[src/rtl/shabsh_pkg.sv]
package shabsh_pkg;

	typedef struct packed {
		logic [7:0] msg_byte;
		logic       has_byte;
		logic       end_of_message;
	} msg_word_t;

	typedef struct packed {
		logic [31:0] digest_word;
		logic        last_word;
	} digest_word_t;

	localparam int unsigned DIGEST_WORDS = 8;

	localparam logic [7:0] PAD_MARK    = 8'h80;
	localparam logic [5:0] LAST_POS    = 6'd63;
	localparam logic [5:0] LEN_POS     = 6'd56;
	localparam logic [5:0] PRE_LEN_POS = 6'd55;
	localparam logic [5:0] LAST_ROUND  = 6'd63;

	localparam logic [31:0] ROUND_K [64] = '{
		32'h428a2f98, 32'h71374491, 32'hb5c0fbcf, 32'he9b5dba5,
		32'h3956c25b, 32'h59f111f1, 32'h923f82a4, 32'hab1c5ed5,
		32'hd807aa98, 32'h12835b01, 32'h243185be, 32'h550c7dc3,
		32'h72be5d74, 32'h80deb1fe, 32'h9bdc06a7, 32'hc19bf174,
		32'he49b69c1, 32'hefbe4786, 32'h0fc19dc6, 32'h240ca1cc,
		32'h2de92c6f, 32'h4a7484aa, 32'h5cb0a9dc, 32'h76f988da,
		32'h983e5152, 32'ha831c66d, 32'hb00327c8, 32'hbf597fc7,
		32'hc6e00bf3, 32'hd5a79147, 32'h06ca6351, 32'h14292967,
		32'h27b70a85, 32'h2e1b2138, 32'h4d2c6dfc, 32'h53380d13,
		32'h650a7354, 32'h766a0abb, 32'h81c2c92e, 32'h92722c85,
		32'ha2bfe8a1, 32'ha81a664b, 32'hc24b8b70, 32'hc76c51a3,
		32'hd192e819, 32'hd6990624, 32'hf40e3585, 32'h106aa070,
		32'h19a4c116, 32'h1e376c08, 32'h2748774c, 32'h34b0bcb5,
		32'h391c0cb3, 32'h4ed8aa4a, 32'h5b9cca4f, 32'h682e6ff3,
		32'h748f82ee, 32'h78a5636f, 32'h84c87814, 32'h8cc70208,
		32'h90befffa, 32'ha4506ceb, 32'hbef9a3f7, 32'hc67178f2
	};

	localparam logic [31:0] INIT_HASH [8] = '{
		32'h6a09e667, 32'hbb67ae85, 32'h3c6ef372, 32'ha54ff53a,
		32'h510e527f, 32'h9b05688c, 32'h1f83d9ab, 32'h5be0cd19
	};

	typedef enum logic [2:0] {
		ST_IDLE,
		ST_ROUND,
		ST_ADD,
		ST_PAD_MARK,
		ST_PAD_ZERO,
		ST_PAD_LEN,
		ST_DONE
	} state_t;

	typedef enum logic [1:0] {
		AFT_IDLE,
		AFT_MARK,
		AFT_ZERO,
		AFT_DONE
	} after_t;

	typedef enum logic [1:0] {
		SEL_MSG,
		SEL_MARK,
		SEL_ZERO,
		SEL_LEN
	} byte_sel_t;

	typedef struct packed {
		logic      shift_en;
		byte_sel_t byte_sel;
		logic      cap_len;
		logic      start_round;
		logic      round_en;
		logic      add_en;
		logic      restart;
		logic      load_out;
	} dp_cmd_t;

	typedef struct packed {
		logic [5:0] cnt;
		logic       rnd_last;
		logic       out_busy;
	} dp_sts_t;

endpackage

[src/rtl/shabsh_dp.sv]
module shabsh_dp (
	input  logic                     clk,
	input  logic                     arst_n,
	input  shabsh_pkg::msg_word_t    msg,
	input  shabsh_pkg::dp_cmd_t      cmd,
	output shabsh_pkg::dp_sts_t      sts,
	output logic                     digest_valid,
	input  logic                     digest_stall,
	output shabsh_pkg::digest_word_t digest
);
	import shabsh_pkg::*;

	function automatic logic [31:0] rotr(input logic [31:0] x, input int unsigned n);
		rotr = (x >> n) | (x << (32 - n));
	endfunction

	logic [511:0] blk_q;
	logic [5:0]   cnt_q;
	logic [63:0]  bits_q;
	logic [63:0]  len_q;
	logic [5:0]   rnd_q;
	logic [31:0]  h_q [8];
	logic [31:0]  v_q [8];
	logic [31:0]  out_q [DIGEST_WORDS];
	logic [3:0]   out_cnt_q;

	logic [7:0]  byte_in;
	logic [31:0] w0, w1, w9, w14, w_new;
	logic [31:0] s0, s1, bs0, bs1, ch, maj, t1, t2;
	logic        out_take;

	always_comb begin
		case (cmd.byte_sel)
			SEL_MSG:  byte_in = msg.msg_byte;
			SEL_MARK: byte_in = PAD_MARK;
			SEL_ZERO: byte_in = 8'h00;
			SEL_LEN:  byte_in = len_q[63:56];
			default:  byte_in = 8'h00;
		endcase
	end

	// message schedule window, word 0 at the top
	assign w0  = blk_q[511:480];
	assign w1  = blk_q[479:448];
	assign w9  = blk_q[223:192];
	assign w14 = blk_q[63:32];
	assign s0  = rotr(w1, 7) ^ rotr(w1, 18) ^ (w1 >> 3);
	assign s1  = rotr(w14, 17) ^ rotr(w14, 19) ^ (w14 >> 10);
	assign w_new = w0 + s0 + w9 + s1;

	assign bs1 = rotr(v_q[4], 6) ^ rotr(v_q[4], 11) ^ rotr(v_q[4], 25);
	assign bs0 = rotr(v_q[0], 2) ^ rotr(v_q[0], 13) ^ rotr(v_q[0], 22);
	assign ch  = (v_q[4] & v_q[5]) ^ (~v_q[4] & v_q[6]);
	assign maj = (v_q[0] & v_q[1]) ^ (v_q[0] & v_q[2]) ^ (v_q[1] & v_q[2]);
	assign t1  = v_q[7] + bs1 + ch + ROUND_K[rnd_q] + w0;
	assign t2  = bs0 + maj;

	always_ff @(posedge clk) begin
		if (cmd.shift_en) begin
			blk_q <= {blk_q[503:0], byte_in};
		end else if (cmd.round_en) begin
			blk_q <= {blk_q[479:0], w_new};
		end
		if (cmd.cap_len) begin
			len_q <= bits_q;
		end else if (cmd.shift_en && cmd.byte_sel == SEL_LEN) begin
			len_q <= {len_q[55:0], 8'h00};
		end
		if (cmd.start_round) begin
			for (int i = 0; i < 8; i++) v_q[i] <= h_q[i];
		end else if (cmd.round_en) begin
			v_q[7] <= v_q[6];
			v_q[6] <= v_q[5];
			v_q[5] <= v_q[4];
			v_q[4] <= v_q[3] + t1;
			v_q[3] <= v_q[2];
			v_q[2] <= v_q[1];
			v_q[1] <= v_q[0];
			v_q[0] <= t1 + t2;
		end
	end

	always_ff @(posedge clk or negedge arst_n) begin
		if (!arst_n) begin
			cnt_q  <= '0;
			bits_q <= '0;
			rnd_q  <= '0;
			for (int i = 0; i < 8; i++) h_q[i] <= INIT_HASH[i];
		end else begin
			if (cmd.restart) begin
				cnt_q  <= '0;
				bits_q <= '0;
				for (int i = 0; i < 8; i++) h_q[i] <= INIT_HASH[i];
			end else begin
				if (cmd.shift_en) begin
					cnt_q <= cnt_q + 6'd1;
				end
				if (cmd.shift_en && cmd.byte_sel == SEL_MSG) begin
					bits_q <= bits_q + 64'd8;
				end
				if (cmd.add_en) begin
					for (int i = 0; i < 8; i++) h_q[i] <= h_q[i] + v_q[i];
				end
			end
			if (cmd.start_round) begin
				rnd_q <= '0;
			end else if (cmd.round_en) begin
				rnd_q <= rnd_q + 6'd1;
			end
		end
	end

	// digest output stage, drains while the next message streams in
	assign out_take = digest_valid && !digest_stall;

	always_ff @(posedge clk) begin
		if (cmd.load_out) begin
			for (int i = 0; i < DIGEST_WORDS; i++) out_q[i] <= h_q[i];
		end else if (out_take) begin
			for (int i = 0; i < DIGEST_WORDS - 1; i++) out_q[i] <= out_q[i + 1];
		end
	end

	always_ff @(posedge clk or negedge arst_n) begin
		if (!arst_n) begin
			out_cnt_q <= '0;
		end else if (cmd.load_out) begin
			out_cnt_q <= 4'(DIGEST_WORDS);
		end else if (out_take) begin
			out_cnt_q <= out_cnt_q - 4'd1;
		end
	end

	assign digest_valid       = out_cnt_q != 4'd0;
	assign digest.digest_word = out_q[0];
	assign digest.last_word   = out_cnt_q == 4'd1;

	assign sts.cnt      = cnt_q;
	assign sts.rnd_last = rnd_q == LAST_ROUND;
	assign sts.out_busy = out_cnt_q != 4'd0;

	a_load_empty: assert property (@(posedge clk) disable iff (!arst_n)
		cmd.load_out |-> out_cnt_q == 4'd0)
		else $error("digest loaded over undelivered words");

	a_round_step: assert property (@(posedge clk) disable iff (!arst_n)
		cmd.round_en && !cmd.start_round |=> rnd_q == $past(rnd_q) + 6'd1)
		else $error("round counter did not advance");

	a_shift_excl: assert property (@(posedge clk) disable iff (!arst_n)
		cmd.round_en |-> !cmd.shift_en && !cmd.add_en)
		else $error("round overlaps byte shift or hash add");

endmodule

[src/rtl/shabsh_ctrl.sv]
module shabsh_ctrl (
	input  logic                  clk,
	input  logic                  arst_n,
	input  logic                  msg_valid,
	output logic                  msg_stall,
	input  shabsh_pkg::msg_word_t msg,
	input  shabsh_pkg::dp_sts_t   sts,
	output shabsh_pkg::dp_cmd_t   cmd
);
	import shabsh_pkg::*;

	state_t state_q, state_d;
	after_t aft_q, aft_d;

	always_ff @(posedge clk or negedge arst_n) begin
		if (!arst_n) begin
			state_q <= ST_IDLE;
			aft_q   <= AFT_IDLE;
		end else begin
			state_q <= state_d;
			aft_q   <= aft_d;
		end
	end

	always_comb begin
		state_d = state_q;
		aft_d   = aft_q;
		unique case (state_q)
			ST_IDLE: begin
				if (msg_valid) begin
					if (msg.has_byte && sts.cnt == LAST_POS) begin
						state_d = ST_ROUND;
						aft_d   = msg.end_of_message ? AFT_MARK : AFT_IDLE;
					end else if (msg.end_of_message) begin
						state_d = ST_PAD_MARK;
					end
				end
			end
			ST_ROUND: begin
				if (sts.rnd_last) state_d = ST_ADD;
			end
			ST_ADD: begin
				unique case (aft_q)
					AFT_IDLE: state_d = ST_IDLE;
					AFT_MARK: state_d = ST_PAD_MARK;
					AFT_ZERO: state_d = ST_PAD_ZERO;
					AFT_DONE: state_d = ST_DONE;
					default:  state_d = ST_IDLE;
				endcase
			end
			ST_PAD_MARK: begin
				if (sts.cnt == LAST_POS) begin
					state_d = ST_ROUND;
					aft_d   = AFT_ZERO;
				end else if (sts.cnt == PRE_LEN_POS) begin
					state_d = ST_PAD_LEN;
				end else begin
					state_d = ST_PAD_ZERO;
				end
			end
			ST_PAD_ZERO: begin
				if (sts.cnt == LAST_POS) begin
					state_d = ST_ROUND;
					aft_d   = AFT_ZERO;
				end else if (sts.cnt == PRE_LEN_POS) begin
					state_d = ST_PAD_LEN;
				end
			end
			ST_PAD_LEN: begin
				if (sts.cnt == LAST_POS) begin
					state_d = ST_ROUND;
					aft_d   = AFT_DONE;
				end
			end
			ST_DONE: begin
				if (!sts.out_busy) state_d = ST_IDLE;
			end
			default: state_d = ST_IDLE;
		endcase
	end

	always_comb begin
		cmd       = '0;
		cmd.byte_sel = SEL_MSG;
		msg_stall = 1'b1;
		unique case (state_q)
			ST_IDLE: begin
				msg_stall = 1'b0;
				if (msg_valid && msg.has_byte) begin
					cmd.shift_en    = 1'b1;
					cmd.start_round = sts.cnt == LAST_POS;
				end
			end
			ST_ROUND: cmd.round_en = 1'b1;
			ST_ADD:   cmd.add_en = 1'b1;
			ST_PAD_MARK: begin
				cmd.shift_en    = 1'b1;
				cmd.byte_sel    = SEL_MARK;
				cmd.cap_len     = 1'b1;
				cmd.start_round = sts.cnt == LAST_POS;
			end
			ST_PAD_ZERO: begin
				cmd.shift_en    = 1'b1;
				cmd.byte_sel    = SEL_ZERO;
				cmd.start_round = sts.cnt == LAST_POS;
			end
			ST_PAD_LEN: begin
				cmd.shift_en    = 1'b1;
				cmd.byte_sel    = SEL_LEN;
				cmd.start_round = sts.cnt == LAST_POS;
			end
			ST_DONE: begin
				cmd.load_out = !sts.out_busy;
				cmd.restart  = !sts.out_busy;
			end
			default: ;
		endcase
	end

	a_final_block: assert property (@(posedge clk) disable iff (!arst_n)
		state_q == ST_PAD_LEN && sts.cnt == LAST_POS
		|=> state_q == ST_ROUND && aft_q == AFT_DONE)
		else $error("length block not marked final");

	a_len_start: assert property (@(posedge clk) disable iff (!arst_n)
		state_q != ST_PAD_LEN ##1 state_q == ST_PAD_LEN |-> sts.cnt == LEN_POS)
		else $error("length bytes start at wrong position");

	a_round_hold: assert property (@(posedge clk) disable iff (!arst_n)
		state_q == ST_ROUND && !sts.rnd_last |=> state_q == ST_ROUND)
		else $error("compression left early");

endmodule

[src/rtl/sha256_byte_stream_hasher.sv]
// channel  dir  handshake                      payload
// msg      in   msg_valid / msg_stall          msg_byte, has_byte, end_of_message
// digest   out  digest_valid / digest_stall    digest_word, last_word
//
// a byte that does not complete a block is taken in idle without a stall
// a full block adds 64 rounds on the single round unit plus one hash add step
// end of message pads one byte per cycle outside compressions and runs one or two compressions
// the eight digest words drain from an output register while new bytes stream in
// arst_n clears control state and loads the initial hash values
module sha256_byte_stream_hasher (
	input  logic                     clk,
	input  logic                     arst_n,
	input  logic                     msg_valid,
	output logic                     msg_stall,
	input  shabsh_pkg::msg_word_t    msg,
	output logic                     digest_valid,
	input  logic                     digest_stall,
	output shabsh_pkg::digest_word_t digest
);
	import shabsh_pkg::*;

	dp_cmd_t cmd;
	dp_sts_t sts;

	shabsh_ctrl u_ctrl (
		.clk       (clk),
		.arst_n    (arst_n),
		.msg_valid (msg_valid),
		.msg_stall (msg_stall),
		.msg       (msg),
		.sts       (sts),
		.cmd       (cmd)
	);

	shabsh_dp u_dp (
		.clk          (clk),
		.arst_n       (arst_n),
		.msg          (msg),
		.cmd          (cmd),
		.sts          (sts),
		.digest_valid (digest_valid),
		.digest_stall (digest_stall),
		.digest       (digest)
	);

endmodule

[config.mk]
export PLATFORM = sky130hd
export DESIGN_NAME = sha256_byte_stream_hasher
export DESIGN_NICKNAME = d
export VERILOG_FILES = /design/src/rtl/shabsh_pkg.sv /design/src/rtl/shabsh_dp.sv /design/src/rtl/shabsh_ctrl.sv /design/src/rtl/sha256_byte_stream_hasher.sv
export SDC_FILE = /design/constraint.sdc
export NUM_CORES = 2
export LEC_CHECK = 0
export BUFFER_PORTS_ARGS = -buffer_cell sky130_fd_sc_hd__clkbuf_2
export CORE_MARGIN = 2
export CORE_UTILIZATION = 50
export CTS_CLUSTER_SIZE = 20
export DETAILED_ROUTE_END_ITERATION = 10
export PLACE_DENSITY = 0.71
export REMOVE_ABC_BUFFERS = 1
export SYNTH_ARGS = -nofsm -noshare
export SYNTH_HDL_FRONTEND = slang
export SYNTH_HIERARCHICAL = 1
export SYNTH_SLANG_ARGS = --single-unit
[constraint.sdc]
create_clock -name clk -period 9.7 [get_ports clk]
set_clock_uncertainty 0.15 [all_clocks]
set_input_delay 0.97 -clock clk [delete_from_list [all_inputs] [get_ports clk]]
set_output_delay 0.97 -clock clk [all_outputs]
set_load 0.01 [all_outputs]
==> reports/results.ini <==
[floorplanning]
pin_count = 49
die_area_sq_um = 178000
floorplan.core_area_sq_um = 173000
row_count = 153
initial_utilization = 0.502
die_width_um = 421
die-height_um = 421

[sta]
finalWorstSetupSlack_ns = 0.628
hold_violations = 0
fin_setup_tns_ns = 0
max_slew_margin = 0.182
setup_repair_after_global_routing_missed_its_margin = no
final.period_utilization = 0.935
maxClockFrequency_ghz = 0.110
slew_violations = 0
finalSetupViolations = 0
worst_pin_slew_ns = 1.23
period_minus_slack_ns = 9.07

[run_status]
run_status = finished clean

[critical_path]
reg2reg_from = u_dp/rnd_q[0]$_DFFE_PN0P_
worst_path_max_delay_cell = sky130_fd_sc_hd__fa_1
timing.critical_path.required_ns = 10.09
worst-path-max-fanout = 11
crit_end_element = register
critPathArrivalTime_ns = 9.47
setup.worst_path.start_class = register
critical_register_to_register_path_endpoint = u_dp/v_q[0][31]$_DFFE_PP_
reg2reg_setup_slack_ns = 0.63
worst_path_largest_cell_delay_ns = 0.61
cp_common_cell = sky130_fd_sc_hd__fa_1
ff2ff_path_depth = 33
critical_path_class = reg2reg

[finish]
drive_gt1_frac = 0.208
layout.core_utilization = 0.549
syn_to_final_growth_pct = 9.23
final_design_area_no_fill_sq_um = 95100
nets = 8029

[flow_run]
maxCapViolCount = 0

[clock_network]
post_cts_clock_slew_at_the_launch_and_capture_registers_of_the_worst_setup_and_hold_paths_ns = 0.06
cts_max_path_buffers = 3
clock-sinks = 1423
clock_latency_ns = 0.83
post_cts_setup_repair_buffer_count = 0
tritoncts = yes
postCtsHoldBufs = 0
cts-htree-levels = 4
numCtsBuffers = 156
ctsRootBufferMaster = sky130_fd_sc_hd__clkbuf_16

[drt]
final_antenna_net_count = 0
vias_per_cell = 5.99
drcViolationCount = 0
wl_um = 239000
wire_length_per_cell_after_detailed_routing_um = 24.2
vias = 59200
drt-initial-drc-count = 4712
drtPass1Iterations = 6

[synth]
netlist-cell-type-count = 100
number_of_enable_flip_flop_cells_after_synthesis = 1085
yosys_register_bits = 1423
synthesis.area_per_instance_sq_um = 11.6
yosys_warnings = 6
synth_flop_cell = sky130_fd_sc_hd__edfxtp_1
netlist_area_sq_um = 87100
asyncSetResetFlopFracSynth = 0.238
synthCells = 7486
sequential_area_share_after_synthesis = 0.473

[place]
finalWeightedCongestion = 0.948
place_area_sq_um = 89800
placement.setup.worst_slack_ns = 0.596
place.port_buffers = 48
place.detailed.hpwl_um = 169000

[global_route]
antenna_found_initial = 2
first_global_vias = 59500
wire_length_of_the_first_global_routing_pass_um = 362000
overall_overflow_remaining_after_global_route = 0
grt_max_degree = 202
track_usage = 0.264

[worst_hold_path]
hold_path.class = in2async

-- Yosys cell counts, types with 195 or more instances --
master	count	share of area
sky130_fd_sc_hd__clkbuf_1	320	0.014
sky130_fd_sc_hd__xor2_1	242	0.024
sky130_fd_sc_hd__ha_1	395	0.057
sky130_fd_sc_hd__edfxtp_1	1085	0.37
sky130_fd_sc_hd__dfrtp_1	202	0.058
sky130_fd_sc_hd__mux2_2	942	0.12
sky130_fd_sc_hd__nor2_1	446	0.019
sky130_fd_sc_hd__fa_1	195	0.045
sky130_fd_sc_hd__inv_1	391	0.017
sky130_fd_sc_hd__a21oi_1	455	0.026
sky130_fd_sc_hd__o21ai_0	417	0.024
sky130_fd_sc_hd__xnor2_1	388	0.039
sky130_fd_sc_hd__nand2_1	407	0.018
-- stage by stage --
stage	instances	hold WS, ns
floorplan	7089	0.305
global placement	9592	0.332
detailed placement	9592	0.343
CTS	9884	0.0941
global route	9884	0.0931
finish	9885	0.0689
-- placed cells by master (no fill, tap or decap), drive strengths merged, types with 77 or more instances in the layout --
cell type,n
a21oi,455
a21o,176
xnor2,389
nand3,91
edfxtp,1085
inv,400
mux2i,87
fa,195
dfrtp,202
nor3,77
dfstp,136
mux2,943
o21ai,426
nand2,407
ha,395
nor2,446
buf,131
xor2,242
clkbuf,243
-- layer usage --
layer  routed length [um]  vias up  track usage
met4                10800        2        0.111
li1                     -    27100            -
met1                99800    29600        0.345
met2               115000     2003        0.441
met3                13300      515       0.0375
met5                   11        -            0
-- cells by family (layout without fill, tap and decap cells) --
group | count (synthesis) | after routing | share of synthesized area
buffers and inverters | 790 | 863 | 0.0358
AO/OA/AOI/OAI | 1587 | 1587 | 0.115
flip-flops | 1423 | 1423 | 0.473
multiplexers | 1034 | 1034 | 0.133
XOR/XNOR | 631 | 631 | 0.0635
adder cells (fa/ha/maj) | 611 | 611 | 0.104
other | 0 | 1 | 0
AND/OR/NAND/NOR | 1410 | 1410 | 0.0755
-- sequential cells by signal, summed over array words and instances, names as in the netlist --
register and cells:
u_dp/blk_q 512, u_dp/out_q 256, u_ctrl/aft_q 2, u_dp/rnd_q 6, u_dp/out_cnt_q 4, u_dp/v_q 256, u_dp/len_q 61, u_dp/bits_q 61
u_dp/cnt_q 6, u_dp/h_q 256, u_ctrl/state_q 3
-- final cells by class --
type                    instances  area, sq um
diodes                          1         2.50
clock buffers                 196         4150
clock inverters                96         1140
fillers                     14600        78300
inverters                     393         1480
multi-input cells            5273        42800
flip-flops and latches       1423        41200
well taps                    2325         2910
repair buffers                178         1400
-- worst max-delay path: cells and delay by family (launching register included) --
family	cells	cell delay, ns
adders and majority gates	6	2.67
xor gates and xnor gates	2	0.38
AOI/OAI and AO/OA	16	3.74
buffers and inverters	5	0.63
DFF	1	0.38
and+or+nand+nor	4	0.81
-- repair_timing --
item / 4_1_cts / 5_1_grt
endpoints found under the setup margin: 0 / 1
resized for setup: 0 / 1
hold endpoints to repair: 0 / 0
-- worst max-delay path by stage --
stage,slack (ns),startpoint,end
2_1_floorplan,-81.80,u_ctrl/state_q[1]$_DFFE_PN0P_,u_dp/out_q[0][0]$_DFFE_PP_
3_3_place_gp,0.53,u_dp/rnd_q[0]$_DFFE_PN0P_,u_dp/v_q[0][30]$_DFFE_PP_
3_5_place_dp,0.60,u_dp/rnd_q[0]$_DFFE_PN0P_,u_dp/v_q[0][31]$_DFFE_PP_
4_1_cts,0.55,u_dp/rnd_q[0]$_DFFE_PN0P_,u_dp/v_q[0][31]$_DFFE_PP_
5_1_grt,0.09,u_dp/rnd_q[0]$_DFFE_PN0P_,u_dp/v_q[0][30]$_DFFE_PP_
6_report,0.63,u_dp/rnd_q[0]$_DFFE_PN0P_,u_dp/v_q[0][31]$_DFFE_PP_
Power is left out: the tool's default activity adds up to more than one toggle a clock period on the data nets, which glitch-free logic cannot reach.
